`config.mk`:
```
export PLATFORM = sky130hd
export DESIGN_NAME = awb_blend
export DESIGN_NICKNAME = d
export VERILOG_FILES = /design/src/hw/rtl/awb_pkg.sv /design/src/hw/rtl/awb_blend.sv
export SDC_FILE = /design/constraint.sdc
export NUM_CORES = 2
export LEC_CHECK = 0
export BUFFER_PORTS_ARGS = -buffer_cell sky130_fd_sc_hd__buf_2
export CELL_PAD_IN_SITES_DETAIL_PLACEMENT = 1
export CELL_PAD_IN_SITES_GLOBAL_PLACEMENT = 1
export CORE_MARGIN = 4
export CORE_UTILIZATION = 57
export CTS_CLUSTER_DIAMETER = 60
export DETAILED_ROUTE_END_ITERATION = 8
export PLACE_DENSITY_LB_ADDON = 0.1
export SYNTH_ARGS = -nofsm -noshare
export SYNTH_HDL_FRONTEND = slang
export SYNTH_SLANG_ARGS = --single-unit
export TNS_END_PERCENT = 20
```
`constraint.sdc`:
```
create_clock -name aclk -period 20 [get_ports aclk]
set_input_delay 2 -clock aclk [delete_from_list [all_inputs] [get_ports aclk]]
set_output_delay 2 -clock aclk [all_outputs]
set_load 0.05 [all_outputs]
```
`src/hw/rtl/awb_pkg.sv`:
```
package awb_pkg;

    // Image limits and derived widths
    localparam int MAX_WIDTH  = 128;
    localparam int MAX_HEIGHT = 128;
    localparam int ROW_W      = $clog2(MAX_HEIGHT);
    localparam int COL_W      = $clog2(MAX_WIDTH);
    localparam int DIM_W      = 8;
    localparam int BANK_AW    = (ROW_W - 1) + (COL_W - 1);
    localparam int BANK_DEPTH = (MAX_WIDTH / 2) * (MAX_HEIGHT / 2);

    // Fixed point widths
    localparam int COEF_W = 24;
    localparam int SHFT_W = 32;
    localparam int PROD_W = COEF_W + 9;
    localparam int POS_W  = PROD_W + 2;
    localparam int FRAC_W = 16;
    localparam int BASE_W = POS_W - FRAC_W;
    localparam int PIX_W  = 8;

    // Configuration register indexes
    typedef enum logic [2:0] {
        REG_INV_XX  = 3'd0,
        REG_INV_XY  = 3'd1,
        REG_INV_YX  = 3'd2,
        REG_INV_YY  = 3'd3,
        REG_SHIFT_X = 3'd4,
        REG_SHIFT_Y = 3'd5,
        REG_WIDTH   = 3'd6,
        REG_HEIGHT  = 3'd7
    } awb_reg_t;

    // Request kinds on the input channel
    typedef enum logic {
        OP_LOAD  = 1'b0,
        OP_QUERY = 1'b1
    } awb_op_t;

    // Control that travels with each request down the pipeline
    typedef struct packed {
        logic vld;
        logic qry;
    } awb_ctl_t;

endpackage

```
`src/hw/rtl/awb_blend.sv`:
```
module awb_blend (
    input  logic                           aclk,
    input  logic                           aresetn,
    input  logic                           adv,
    input  awb_pkg::awb_ctl_t              in_ctl,
    input  logic [3:0][awb_pkg::PIX_W-1:0] in_nb,
    input  logic [awb_pkg::FRAC_W-1:0]     in_fx,
    input  logic [awb_pkg::FRAC_W-1:0]     in_fy,
    output logic                           out_valid,
    output logic [awb_pkg::PIX_W-1:0]      out_pixel
);
    import awb_pkg::*;

    localparam int H_W = PIX_W + FRAC_W;
    localparam int M_W = H_W + FRAC_W + 1;

    logic [FRAC_W:0]   gx, gy_next, gy_reg;
    logic [FRAC_W-1:0] fy_reg;
    logic [H_W-1:0]    h0_next, h1_next, h0_reg, h1_reg;
    logic [M_W-1:0]    m0_reg, m1_reg;
    logic [M_W:0]      total;
    logic              v1_reg, v2_reg, v3_reg;
    logic [PIX_W-1:0]  pix_reg;

    // Horizontal blend of each row pair
    assign gx      = (FRAC_W+1)'(1 << FRAC_W) - {1'b0, in_fx};
    assign gy_next = (FRAC_W+1)'(1 << FRAC_W) - {1'b0, in_fy};
    assign h0_next = H_W'(in_nb[0] * gx) + H_W'(in_nb[1] * in_fx);
    assign h1_next = H_W'(in_nb[2] * gx) + H_W'(in_nb[3] * in_fx);
    assign total   = {1'b0, m0_reg} + {1'b0, m1_reg};

    always_ff @(posedge aclk) begin
        if (!aresetn) begin
            v1_reg <= 1'b0;
            v2_reg <= 1'b0;
            v3_reg <= 1'b0;
        end else if (adv) begin
            v1_reg <= in_ctl.vld;
            v2_reg <= v1_reg;
            v3_reg <= v2_reg;
        end
    end

    // Vertical blend, then keep the integer byte
    always_ff @(posedge aclk) begin
        if (adv) begin
            h0_reg  <= h0_next;
            h1_reg  <= h1_next;
            gy_reg  <= gy_next;
            fy_reg  <= in_fy;
            m0_reg  <= M_W'(h0_reg * gy_reg);
            m1_reg  <= M_W'(h1_reg * fy_reg);
            pix_reg <= total[2*FRAC_W +: PIX_W];
        end
    end

    assign out_valid = v3_reg;
    assign out_pixel = pix_reg;

endmodule

```
### Word level (Yosys, flattened, before mapping)

Cells that the tools add are included.

* $add $sub $neg: 5
* $mul: 6

Operators with widths (number)
* 24-bit adder: 2
* 8-bit by 16-bit multiplier with 24-bit output: 2
* 8-bit by 17-bit multiplier with 24-bit output: 2
* 40-bit adder: 1
* 24-bit by 16-bit multiplier with 40-bit output: 1
* 24-bit by 17-bit multiplier with 40-bit output: 1
* 17-bit by 16-bit subtractor with 17-bit output (first input constant): 2

* logic and storage cells: 21
* register bits after elaboration: 172

### Longest topological paths before layout

* depth in word-level cells: 3
* mapped depth: 29
* gate-level depth less buffers: 27

### Worst setup path after synthesis

Ideal clock, no wire load.

* path type: in2reg
* start point: input in_fx[8] (netlist bit)
* end point: register h1_reg[23] (data pin)
* required time: 19.742 ns
* path slack: 10.923 ns
* setup time: 0.258 ns
* stages: 25
* arrival time: 8.818 ns
* path through: buf_2 -> or4_1 -> or4_1 -> xor2_1 -> clkbuf_1 -> nand2_1 -> fa_1 -> fa_1 -> fa_1 -> inv_1 -> fa_1 -> fa_1 -> inv_1 -> fa_1 -> inv_1 -> ha_1 -> a21oi_1 -> o211ai_1 -> a21o_1 -> a2111oi_0 -> a21oi_1 -> o41a_1 -> a21o_1 -> a21oi_1 -> xnor2_1

* longest elaborated chain between the ends: 3

Ends and longest elaborated chain
* start: declaration: line awb_blend.sv:7 `input logic [awb_pkg::FRAC_W-1:0] in_fx,`
* 17-bit by 16-bit subtractor with 17-bit output: line awb_blend.sv:26 `assign gx = (FRAC_W+1)'(1 << FRAC_W) - {1'b0, in_fx};`
* 8-bit by 17-bit multiplier with 24-bit output: line awb_blend.sv:29 `assign h1_next = H_W'(in_nb[2] * gx) + H_W'(in_nb[3] * in_fx);`
* 24-bit adder *: line awb_blend.sv:29
* named net h1_next[23]: line awb_blend.sv:19 `logic [H_W-1:0] h0_next, h1_next, h0_reg, h1_reg;`
* end signal: assignment: line awb_blend.sv:48 `h1_reg <= h1_next;`
* end: declaration: line awb_blend.sv:19

Mark *: on every way through the listed nets, which the timed path passes. The rest lies on a longest branch.
A chain may end at the register's enable or synchronous reset.

### Worst setup path after layout

* start point: input in_fx[0] (netlist bit)
* end point: register h1_reg[23] (data pin)

The elaborated chain is that of the path after synthesis.

==> flow_summary_export.csv <==
group,metric,value,unit
outcome,status,"finished clean",
synthesis,yosys.area.top_type_share,43.73,%
global_route,grt-ovfl-total,0,
floorplan,dieHeight,299.8,microns
synthesis,synthCells,5239,
synthesis,synth-edff-count,168,
synthesis,yosysMostFrequentCell,"inv_1",
clock_tree,clock_path_buffers,2,
critical_path,cp_slowest_cell,"xor2_1",
clock_tree,cts_tree,"built",
detailed_routing,vias_per_cell,5.609,
clock_tree,postCtsHoldBufs,0,
global_route,grt_pass1_wl,221800,microns
synthesis,synth_top_family_by_area,"adder cells",
detailed_routing,drc,0,
timing,clock-skew-final,17.02,ps
floorplan,die-area,89870,sq um
cells_and_area,synthToLayoutAreaGrowth,3.924,%
cells_and_area,fin_nets,6696,
detailed_routing,wl,135600,microns
detailed_routing,avgRoutedWirePerCell,21.49,microns
synthesis,synthMuxAreaShare,0.06188,%
synthesis,ys_top_cells_by_area,"fa_1, ha_1, edfxtp_1",
critical_path,critPathTopFamily,"adder cells",
synthesis,synth_top_area_cell,"fa_1",
synthesis,yosys_warnings,0,
synthesis,avgSynthCellArea,9.263,sq um
floorplan,initial_core_util,57.71,%
synthesis,synth_compound_area_share,4.718,%
timing,tightest_slew,1277,ps
synthesis,synth_xor_area_share,2.864,%
timing,max_slew_margin,14.87,%
timing,layout_min_cycle_time,9979,ps
critical_path,max_stage_delay,930,ps
min_path,hold_path_class,"reg -> reg",
timing,finalHoldViolations,0,
place,io_buffers,76,
critical_path,end_kind,"register",
synthesis,syn_nets,6773,
cells_and_area,drive_above_1_share,3.343,%
critical_path,path_class,"in -> reg",
clock_tree,clock_latency,490,ps
synthesis,ys_seq_area_share,10.52,%
synthesis,async_reset_ff_share,0,%
critical_path,critical_path_required,20220,ps
timing,period_share,49.89,%
clock_tree,clk_pin_slew,80,ps
synthesis,synth_area,48530,sq um
critical_path,cp-start-kind,"primary input",
floorplan,rows,106,
cells_and_area,seqCellArea,5105,sq um
detailed_routing,ant_nets,0,
critical_path,worstPathArrival,10200,ps
place,gp_congestion,0.9121,
global_route,track_usage,31.46,%
critical_path,cpMostUsedCell,"fa_1",
timing,rsz0062_at_grt,"no",
floorplan,num_io_pins,78,
timing,finalSetupViolations,0,
critical_path,crit_buf_inv,6,
clock_tree,cts_root_buf,"clkbuf_16",
clock_tree,ctsHtreeMaxLevel,4,
timing,tns,0,ps
global_route,grt_pass1_vias,41387,
cells_and_area,fillCellCount,9693,
synthesis,synth_seq_cells,171,
run,max-cap-violations,0,
floorplan,core_area,84090,sq um
clock_tree,postCtsSetupRepairBufs,0,
clock_tree,ctsResizeCount,0,
floorplan,dieWidth,299.8,microns
detailed_routing,drtIter0Drc,2212,
timing,final_max_slew_viol_count,0,
timing,max_freq,100.2,MHz
place,dp_hpwl,107300,microns
synthesis,yosys.area_share.simple,16.24,%
detailed_routing,drt_pre_antenna_iters,5,
cells_and_area,multi_input_area,37900,sq um
clock_tree,cts-buffers-inserted,17,
global_route,antenna_found_initial,5,
global_route,grt_start_max_net_pins,107,
synthesis,synth_ff_type,"edfxtp_1",
synthesis,yosys-top-cells-count,"inv_1, fa_1, nand2_1",
detailed_routing,vias,35393,
clock_tree,clock-sinks,171,
critical_path,critPathMaxFanout,34,
synthesis,synth_fa_ha_area_share,54.17,%
synthesis,ys_types,72,
-- layout make-up --
class | count | share of cell area [%]
Clock inverter | 15 | 0.3002
Antenna cell | 1 | 0.004962
Tap cell | 1134 | 2.813
Timing Repair Buffer | 118 | 1.392
Sequential cell | 171 | 10.12
Inverter | 1261 | 9.385
Multi-Input combinational cell | 3593 | 75.14
Clock buffer | 17 | 0.8435
-- tightest hold or removal path, cell delays in order (launching register included) --
cell     delay (ps)
dfxtp_1         330
mux2i_1          70
nor2b_1         100
-- layer usage --
metal | track usage (%) | up-vias | routed length, microns
met1 | 40.63 | 18641 | 55200
met3 | 4.094 | 261 | 7862
met2 | 55.43 | 1115 | 67970
met5 | 0 | - | 0
li1 | - | 15376 | -
met4 | 9.975 | 0 | 4556
-- per-stage QoR --
step | hold slack [ps] | instances | worst slack (ps) | utilization, % | instance area [sq um]
6_report | 532.7 | 6310 | 10020 | 59.98 | 50430
5_1_grt | 563.3 | 6310 | 9621 | 59.98 | 50430
4_1_cts | 533.0 | 6309 | 10110 | 59.98 | 50430
3_5_place_dp | 513.7 | 6277 | 9586 | 59.29 | 49850
3_3_place_gp | 502.1 | 6277 | 9691 | 59.29 | 49850
2_1_floorplan | 482.4 | 5239 | 10920 | - | 48530
-- kinds of logic (layout without fill, tap and decap cells) --
logic type,Yosys count,after routing
DFF,171,171
AOI/OAI and AO/OA,355,355
other,0,1
xor gates and xnor gates,157,157
and+or+nand+nor,1613,1613
buffers and inverters,1475,1411
adders and majority gates,1465,1465
muxes,3,3
-- path summary, 6_finish.rpt --
kind | cells past startpoint | from | slack, ps | endpoint
max | 26 | in_fx[0] | 10020 | h1_reg[23]
min | 2 | v2_reg | 530 | out_valid
max reg2reg | 20 | gy_reg[2] | 12480 | m0_reg[35]
min reg2reg | 2 | v2_reg | 530 | out_valid
-- cells in the final DEF (no fill, tap or decap), drive strengths merged, types with 5 or more instances in the layout --
cell / instances
o21bai: 14
a41oi: 5
o211ai: 5
fa: 1060
clkinv: 7
or4: 7
a21oi: 126
ha: 405
and2: 570
or3: 6
a21o: 55
inv: 1268
and3: 24
nand2b: 16
nand3: 35
buf: 118
nor3: 30
xor2: 44
a31oi: 6
nand4: 9
o31ai: 8
edfxtp: 168
xnor2: 113
o21ai: 65
nor2b: 19
o21a: 12
a211oi: 12
nor4: 10
clkbuf: 17
nor2: 71
a2111oi: 5
nand2: 803
a211o: 7
Power is left out: the tool's default activity adds up to more than one toggle a clock period on the data nets, which glitch-free logic cannot reach.
