### config.mk
export PLATFORM = sky130hd
export DESIGN_NAME = awb_map
export DESIGN_NICKNAME = d
export VERILOG_FILES = /design/src/hw/rtl/awb_pkg.sv /design/src/hw/rtl/awb_map.sv
export SDC_FILE = /design/constraint.sdc
export NUM_CORES = 2
export LEC_CHECK = 0
export BUFFER_PORTS_ARGS = -buffer_cell sky130_fd_sc_hd__buf_2
export CAP_MARGIN = 20
export CORE_UTILIZATION = 64
export CTS_CLUSTER_SIZE = 14
export DETAILED_ROUTE_END_ITERATION = 12
export MAX_ROUTING_LAYER = met4
export PLACE_DENSITY = 0.85
export RECOVER_POWER = 100
export SYNTH_ARGS = -nofsm -noshare
export SYNTH_HDL_FRONTEND = slang
export SYNTH_SLANG_ARGS = --single-unit
### constraint.sdc
create_clock -name aclk -period 7.3 [get_ports aclk]
set_input_delay 0.365 -clock aclk [delete_from_list [all_inputs] [get_ports aclk]]
set_output_delay 0.365 -clock aclk [all_outputs]
set_load 0.02 [all_outputs]
### src/hw/rtl/awb_pkg.sv
package awb_pkg;

    // Image limits and derived widths
    localparam int MAX_WIDTH  = 128;
    localparam int MAX_HEIGHT = 128;
    localparam int ROW_W      = $clog2(MAX_HEIGHT);
    localparam int COL_W      = $clog2(MAX_WIDTH);
    localparam int DIM_W      = 8;
    localparam int BANK_AW    = (ROW_W - 1) + (COL_W - 1);
    localparam int BANK_DEPTH = (MAX_WIDTH / 2) * (MAX_HEIGHT / 2);

    // Fixed point widths
    localparam int COEF_W = 24;
    localparam int SHFT_W = 32;
    localparam int PROD_W = COEF_W + 9;
    localparam int POS_W  = PROD_W + 2;
    localparam int FRAC_W = 16;
    localparam int BASE_W = POS_W - FRAC_W;
    localparam int PIX_W  = 8;

    // Configuration register indexes
    typedef enum logic [2:0] {
        REG_INV_XX  = 3'd0,
        REG_INV_XY  = 3'd1,
        REG_INV_YX  = 3'd2,
        REG_INV_YY  = 3'd3,
        REG_SHIFT_X = 3'd4,
        REG_SHIFT_Y = 3'd5,
        REG_WIDTH   = 3'd6,
        REG_HEIGHT  = 3'd7
    } awb_reg_t;

    // Request kinds on the input channel
    typedef enum logic {
        OP_LOAD  = 1'b0,
        OP_QUERY = 1'b1
    } awb_op_t;

    // Control that travels with each request down the pipeline
    typedef struct packed {
        logic vld;
        logic qry;
    } awb_ctl_t;

endpackage

### src/hw/rtl/awb_map.sv
module awb_map (
    input  logic                                 aclk,
    input  logic                                 aresetn,
    input  logic                                 adv,
    input  awb_pkg::awb_ctl_t                    in_ctl,
    input  logic [awb_pkg::ROW_W-1:0]            in_row,
    input  logic [awb_pkg::COL_W-1:0]            in_col,
    input  logic [awb_pkg::PIX_W-1:0]            in_pixel,
    input  logic signed [awb_pkg::COEF_W-1:0]    inv_xx,
    input  logic signed [awb_pkg::COEF_W-1:0]    inv_xy,
    input  logic signed [awb_pkg::COEF_W-1:0]    inv_yx,
    input  logic signed [awb_pkg::COEF_W-1:0]    inv_yy,
    input  logic signed [awb_pkg::SHFT_W-1:0]    shift_x,
    input  logic signed [awb_pkg::SHFT_W-1:0]    shift_y,
    output awb_pkg::awb_ctl_t                    out_ctl,
    output logic [awb_pkg::ROW_W-1:0]            out_row,
    output logic [awb_pkg::COL_W-1:0]            out_col,
    output logic [awb_pkg::PIX_W-1:0]            out_pixel,
    output logic signed [awb_pkg::POS_W-1:0]     out_x,
    output logic signed [awb_pkg::POS_W-1:0]     out_y
);
    import awb_pkg::*;

    awb_ctl_t                 ctl1_reg, ctl2_reg;
    logic [ROW_W-1:0]         row1_reg, row2_reg;
    logic [COL_W-1:0]         col1_reg, col2_reg;
    logic [PIX_W-1:0]         pix1_reg, pix2_reg;
    logic signed [PROD_W-1:0] pxx_reg, pxy_reg, pyx_reg, pyy_reg;
    logic signed [PROD_W-1:0] pxx_next, pxy_next, pyx_next, pyy_next;
    logic signed [8:0]        cx_odd, cy_odd;
    logic signed [PROD_W:0]   sx, sy;
    logic signed [POS_W-1:0]  x_next, y_next, x_reg, y_reg;

    function automatic logic [7:0] col_odd_bits(input logic [COL_W-1:0] c);
        return {c, 1'b1};
    endfunction

    function automatic logic [7:0] row_odd_bits(input logic [ROW_W-1:0] r);
        return {r, 1'b1};
    endfunction

    // Pixel centre in half-pixel units: 2*col+1, 2*row+1
    assign cx_odd = $signed({1'b0, col_odd_bits(in_col)});
    assign cy_odd = $signed({1'b0, row_odd_bits(in_row)});

    // Stage 1: coefficient products
    assign pxx_next = inv_xx * cx_odd;
    assign pxy_next = inv_xy * cy_odd;
    assign pyx_next = inv_yx * cx_odd;
    assign pyy_next = inv_yy * cy_odd;

    // Stage 2: sum, halve with floor, translate and take off half a pixel
    assign sx     = pxx_reg + pxy_reg;
    assign sy     = pyx_reg + pyy_reg;
    assign x_next = (sx >>> 1) + shift_x - 35'sd32768;
    assign y_next = (sy >>> 1) + shift_y - 35'sd32768;

    always_ff @(posedge aclk) begin
        if (!aresetn) begin
            ctl1_reg <= '0;
            ctl2_reg <= '0;
        end else if (adv) begin
            ctl1_reg <= in_ctl;
            ctl2_reg <= ctl1_reg;
        end
    end

    always_ff @(posedge aclk) begin
        if (adv) begin
            row1_reg <= in_row;
            col1_reg <= in_col;
            pix1_reg <= in_pixel;
            pxx_reg  <= pxx_next;
            pxy_reg  <= pxy_next;
            pyx_reg  <= pyx_next;
            pyy_reg  <= pyy_next;
            row2_reg <= row1_reg;
            col2_reg <= col1_reg;
            pix2_reg <= pix1_reg;
            x_reg    <= x_next;
            y_reg    <= y_next;
        end
    end

    assign out_ctl   = ctl2_reg;
    assign out_row   = row2_reg;
    assign out_col   = col2_reg;
    assign out_pixel = pix2_reg;
    assign out_x     = x_reg;
    assign out_y     = y_reg;

endmodule

# Yosys cells after proc, flatten, opt, wreduce, memory -nomap -nowiden

Cells that the tools add are included.

Bits in registers: 250
Output and inout bits: 94
Logic and storage cells: 26

$add $sub $neg: 6
Multipliers: 4

Operators with widths:

| operator                                             | number |
|---|---|
| multiplier 24 x 9 -> 33 bit                          | 4 |
| subtractor 34 x 17 -> 35 bit (second input constant) | 2 |
| adder 33 x 32 -> 34 bit                              | 2 |
| adder 33 x 33 -> 34 bit                              | 2 |

# Logic depth before layout (Yosys ltp)

Word-level depth: 3
Mapped depth: 23
Gate-level depth less buffers: 23

# Worst setup path before layout

No wires, ideal clock.

Kind: input to register
From: in in_row[0] (netlist bit)
To: reg pxy_reg[32] (data pin)
Setup time: 265 ps
Data arrival time: 5174 ps
Data required time: 7035 ps
Slack: 1860 ps
Cell stages on the path: 20
Buffers on the path: 2
Path through: clkbuf_1 -> clkbuf_1 -> nand2_1 -> fa_1 -> inv_1 -> fa_1 -> fa_1 -> inv_1 -> fa_1 -> inv_1 -> ha_1 -> a21o_1 -> a21oi_1 -> o21ai_1 -> a21o_1 -> o22a_1 -> a31o_1 -> a221oi_2 -> nor4_1 -> or3_1

Word-level cells in the longest chain between the ends: 1

Ends and longest elaborated chain:

| what                        | RTL line      | text |
|---|---|---|
| from (decl)                 | awb_map.sv:6  | `input logic [awb_pkg::ROW_W-1:0] in_row,` |
| multiplier 24 x 9 -> 33 bit | awb_map.sv:48 | `assign pxy_next = inv_xy * cy_odd;` |
| via pxy_next[32]            | awb_map.sv:29 | `logic signed [PROD_W-1:0] pxx_next, pxy_next, pyx_next, pyy_next;` |
| to (signal assigned)        | awb_map.sv:74 | `pxy_reg <= pxy_next;` |
| to (decl)                   | awb_map.sv:28 | `logic signed [PROD_W-1:0] pxx_reg, pxy_reg, pyx_reg, pyy_reg;` |

The timed path passes the listed nets, and every way through them passes these cells.
A chain may end at the register's enable or synchronous reset.

# Worst setup path after layout

From: in in_row[4] (netlist bit)
To: reg pxy_reg[32] (data pin)

Same word-level chain as after synthesis.

==> flow_metrics.env <==
export IMPL_rsz0062_at_grt="no"
export IMPL_synth_simple_area_share_pct=14.0
export IMPL_synth_seq_cells=250
export IMPL_rrSetupSlack_ns=1.94
export IMPL_drv_cap=10
export IMPL_avgSynthCellArea_sq_um=9.27
export IMPL_crit_required_ns=7.64
export IMPL_hold_path_class="input pin to flop"
export IMPL_start_kind="input pin"
export IMPL_violations="capacitance limit, slew limit"
export IMPL_place_congestion=0.956
export IMPL_worst_pin_slew_ns=3.84
export IMPL_finish_net_count=6015
export IMPL_hold_viol=0
export IMPL_h_tree_depth=1
export IMPL_period_needed_ns=6.29
export IMPL_fillers=4894
export IMPL_synth_edff_count=246
export IMPL_num_vias=31340
export IMPL_synthToLayoutAreaGrowth_pct=7.50
export IMPL_tritoncts="yes"
export IMPL_grt_pass1_vias=33282
export IMPL_ant_nets=0
export IMPL_synth_xor_area_share_pct=4.73
export IMPL_initial_utilization_pct=65.1
export IMPL_skew_ns=0.0183
export IMPL_coreArea_sq_um=64800
export IMPL_synth_area_leaders="fa_1, edfxtp_1, ha_1"
export IMPL_max_slew_margin_rel_pct=-156
export IMPL_dieArea_sq_um=66900
export IMPL_clockBufferDepth=3
export IMPL_grt_remaining_overflow=0
export IMPL_routed_via_density=5.54
export IMPL_synthAdderAreaFrac_pct=42.3
export IMPL_die_h_microns=259
export IMPL_synth_top_cell_area_share_pct=28.7
export IMPL_numPortBuffers=280
export IMPL_final_common_cell="inv_1"
export IMPL_numCtsBuffers=31
export IMPL_syn_area_sq_um=42200
export IMPL_routed_wl_microns=94500
export IMPL_firstDrtPassIters=6
export IMPL_grt_pass1_wl_microns=158000
export IMPL_cp_end_kind="flop"
export IMPL_ios=281
export IMPL_synth_top_family_by_area="adder cells"
export IMPL_cts_setup_buffers=0
export IMPL_setup_viol=0
export IMPL_path_clk_slew_ns=0.07
export IMPL_ys_seq_area_share_pct=17.7
export IMPL_synth_area_mux_share_pct=0.119
export IMPL_antenna_found_initial=13
export IMPL_syn_inst=4548
export IMPL_synth_compound_area_share_pct=10.8
export IMPL_drive_gt1_share_pct=5.30
export IMPL_tns_ns=0
export IMPL_synthArstFlopShare_pct=0
export IMPL_post_route_drc_count=0
export IMPL_synthDistinctLibCells=77
export IMPL_post_drt_wl_per_cell_microns=16.7
export IMPL_crit_type="input pin to flop"
export IMPL_yosys_area_top_type="fa_1"
export IMPL_synthFlopType="edfxtp_1"
export IMPL_slew_violations=495
export IMPL_fin_crit_sh_pct=86.1
export IMPL_cts_root_buffer="clkbuf_16"
export IMPL_track_usage_pct=30.0
export IMPL_place_hpwl_microns=75900
export IMPL_insertion_delay_ns=0.61
export IMPL_layout_common_cells="inv_1, fa_1, ha_1, and2_1, nand2_1"
export IMPL_grt_max_degree=117
export IMPL_drt_iter0_drc=1724
export IMPL_max_clock_freq_mhz=159
export IMPL_outcome="complete, but fails checks"
export IMPL_die_width_microns=259
export IMPL_cp_arrival_ns=6.62
export IMPL_rows=93
export IMPL_yosys_warnings=0
export IMPL_synthesis_nets=5797
export IMPL_path_max_fanout=49
export IMPL_clock_sinks=250
[through the flow]
stage	instances	worst slack, ns	utilization [%]	hold slack, ns	cell area [sq um]
6_report	5656	1.01	70.0	0.0220	45300
5_1_grt	5655	0.777	70.0	0.0211	45300
4_1_cts	5646	1.85	70.2	0.00635	45500
3_5_place_dp	5580	1.20	68.3	0.405	44300
3_3_place_gp	5580	1.31	68.3	0.401	44300
2_1_floorplan	4548	1.86	-	0.400	42200
[cells in the mapped netlist, types with 7 or more instances]
cell      instances
and3_1           25
xnor2_1         154
o31a_1            7
a21oi_1         218
ha_1            458
inv_1          1064
nand3_1          46
nand2b_1         19
a31oi_1          27
edfxtp_1        246
nand4_1          25
a211o_1           8
and2_1          458
o21ai_1          26
nand2_1         352
fa_1            604
or3_1            12
o21ai_0          79
xor2_1           74
a21o_1          155
nor2_1          111
o211ai_1          7
nor2b_1          27
o21bai_1         37
o31ai_1          10
nor3_1           32
a211oi_1         20
clkbuf_1        108
o21a_1           25
[worst max-delay path, stage by stage]
cell and delay [ns]:
clkbuf_1 1.57, and2_0 0.31, fa_1 0.45, fa_1 0.52
fa_1 0.50, inv_1 0.05, fa_1 0.47, inv_1 0.05
ha_1 0.37, a21oi_1 0.27, o21ai_0 0.13, a21o_1 0.18
o22a_1 0.22, a31o_1 0.25, a221oi_2 0.43, nor4_1 0.12
or3_1 0.37
[per-layer routing]
| layer | up-vias | global-route usage (%) | share of wire [%] |
|---|---|---|---|
| met5 | - | - | 0 |
| met4 | 0 | 11.5 | 3.9 |
| met3 | 208 | 3.11 | 5.5 |
| met2 | 981 | 52.4 | 50 |
| met1 | 15336 | 35.5 | 40 |
| li1 | 14815 | - | - |
[layout make-up]
cell class	count	area [sq um]	share of cell area [%]
well taps	855	1070	2.36
repair buffers	294	1390	3.07
flip-flops and latches	250	7470	16.5
clock buffers	37	838	1.85
clock inverters	21	278	0.613
diodes	10	25.0	0.0552
inverters	1064	3990	8.81
multi-input cells	3125	30300	66.8
[path summary, 6_finish.rpt]
kind	cells past startpoint	to	from
setup reg to reg	20	out_x[32]	pxy_reg[10]
hold reg to reg	0	out_row[3]	row1_reg[3]
setup / recovery	17	pxy_reg[32]	in_row[4]
hold / removal	2	ctl1_reg[0]	aresetn
[what timing repair did]
action,in CTS,in global routing
endpoints found under the setup margin,0,0
resized for setup,0,0
hold endpoints to repair,8,0
hold buffers,8,0
[kinds of logic (layout without fill, tap and decap cells)]
group / count (synthesis) / count (layout)
compound gates: 695 / 695
xor+xnor: 228 / 228
fa+ha+maj: 1062 / 1062
buf+inv: 1173 / 1416
flops: 250 / 250
mux: 5 / 5
other cells: 0 / 10
simple gates: 1135 / 1135
Power is not shown: default switching activity piles up to over one toggle a cycle in this logic, so the estimate is an artifact.
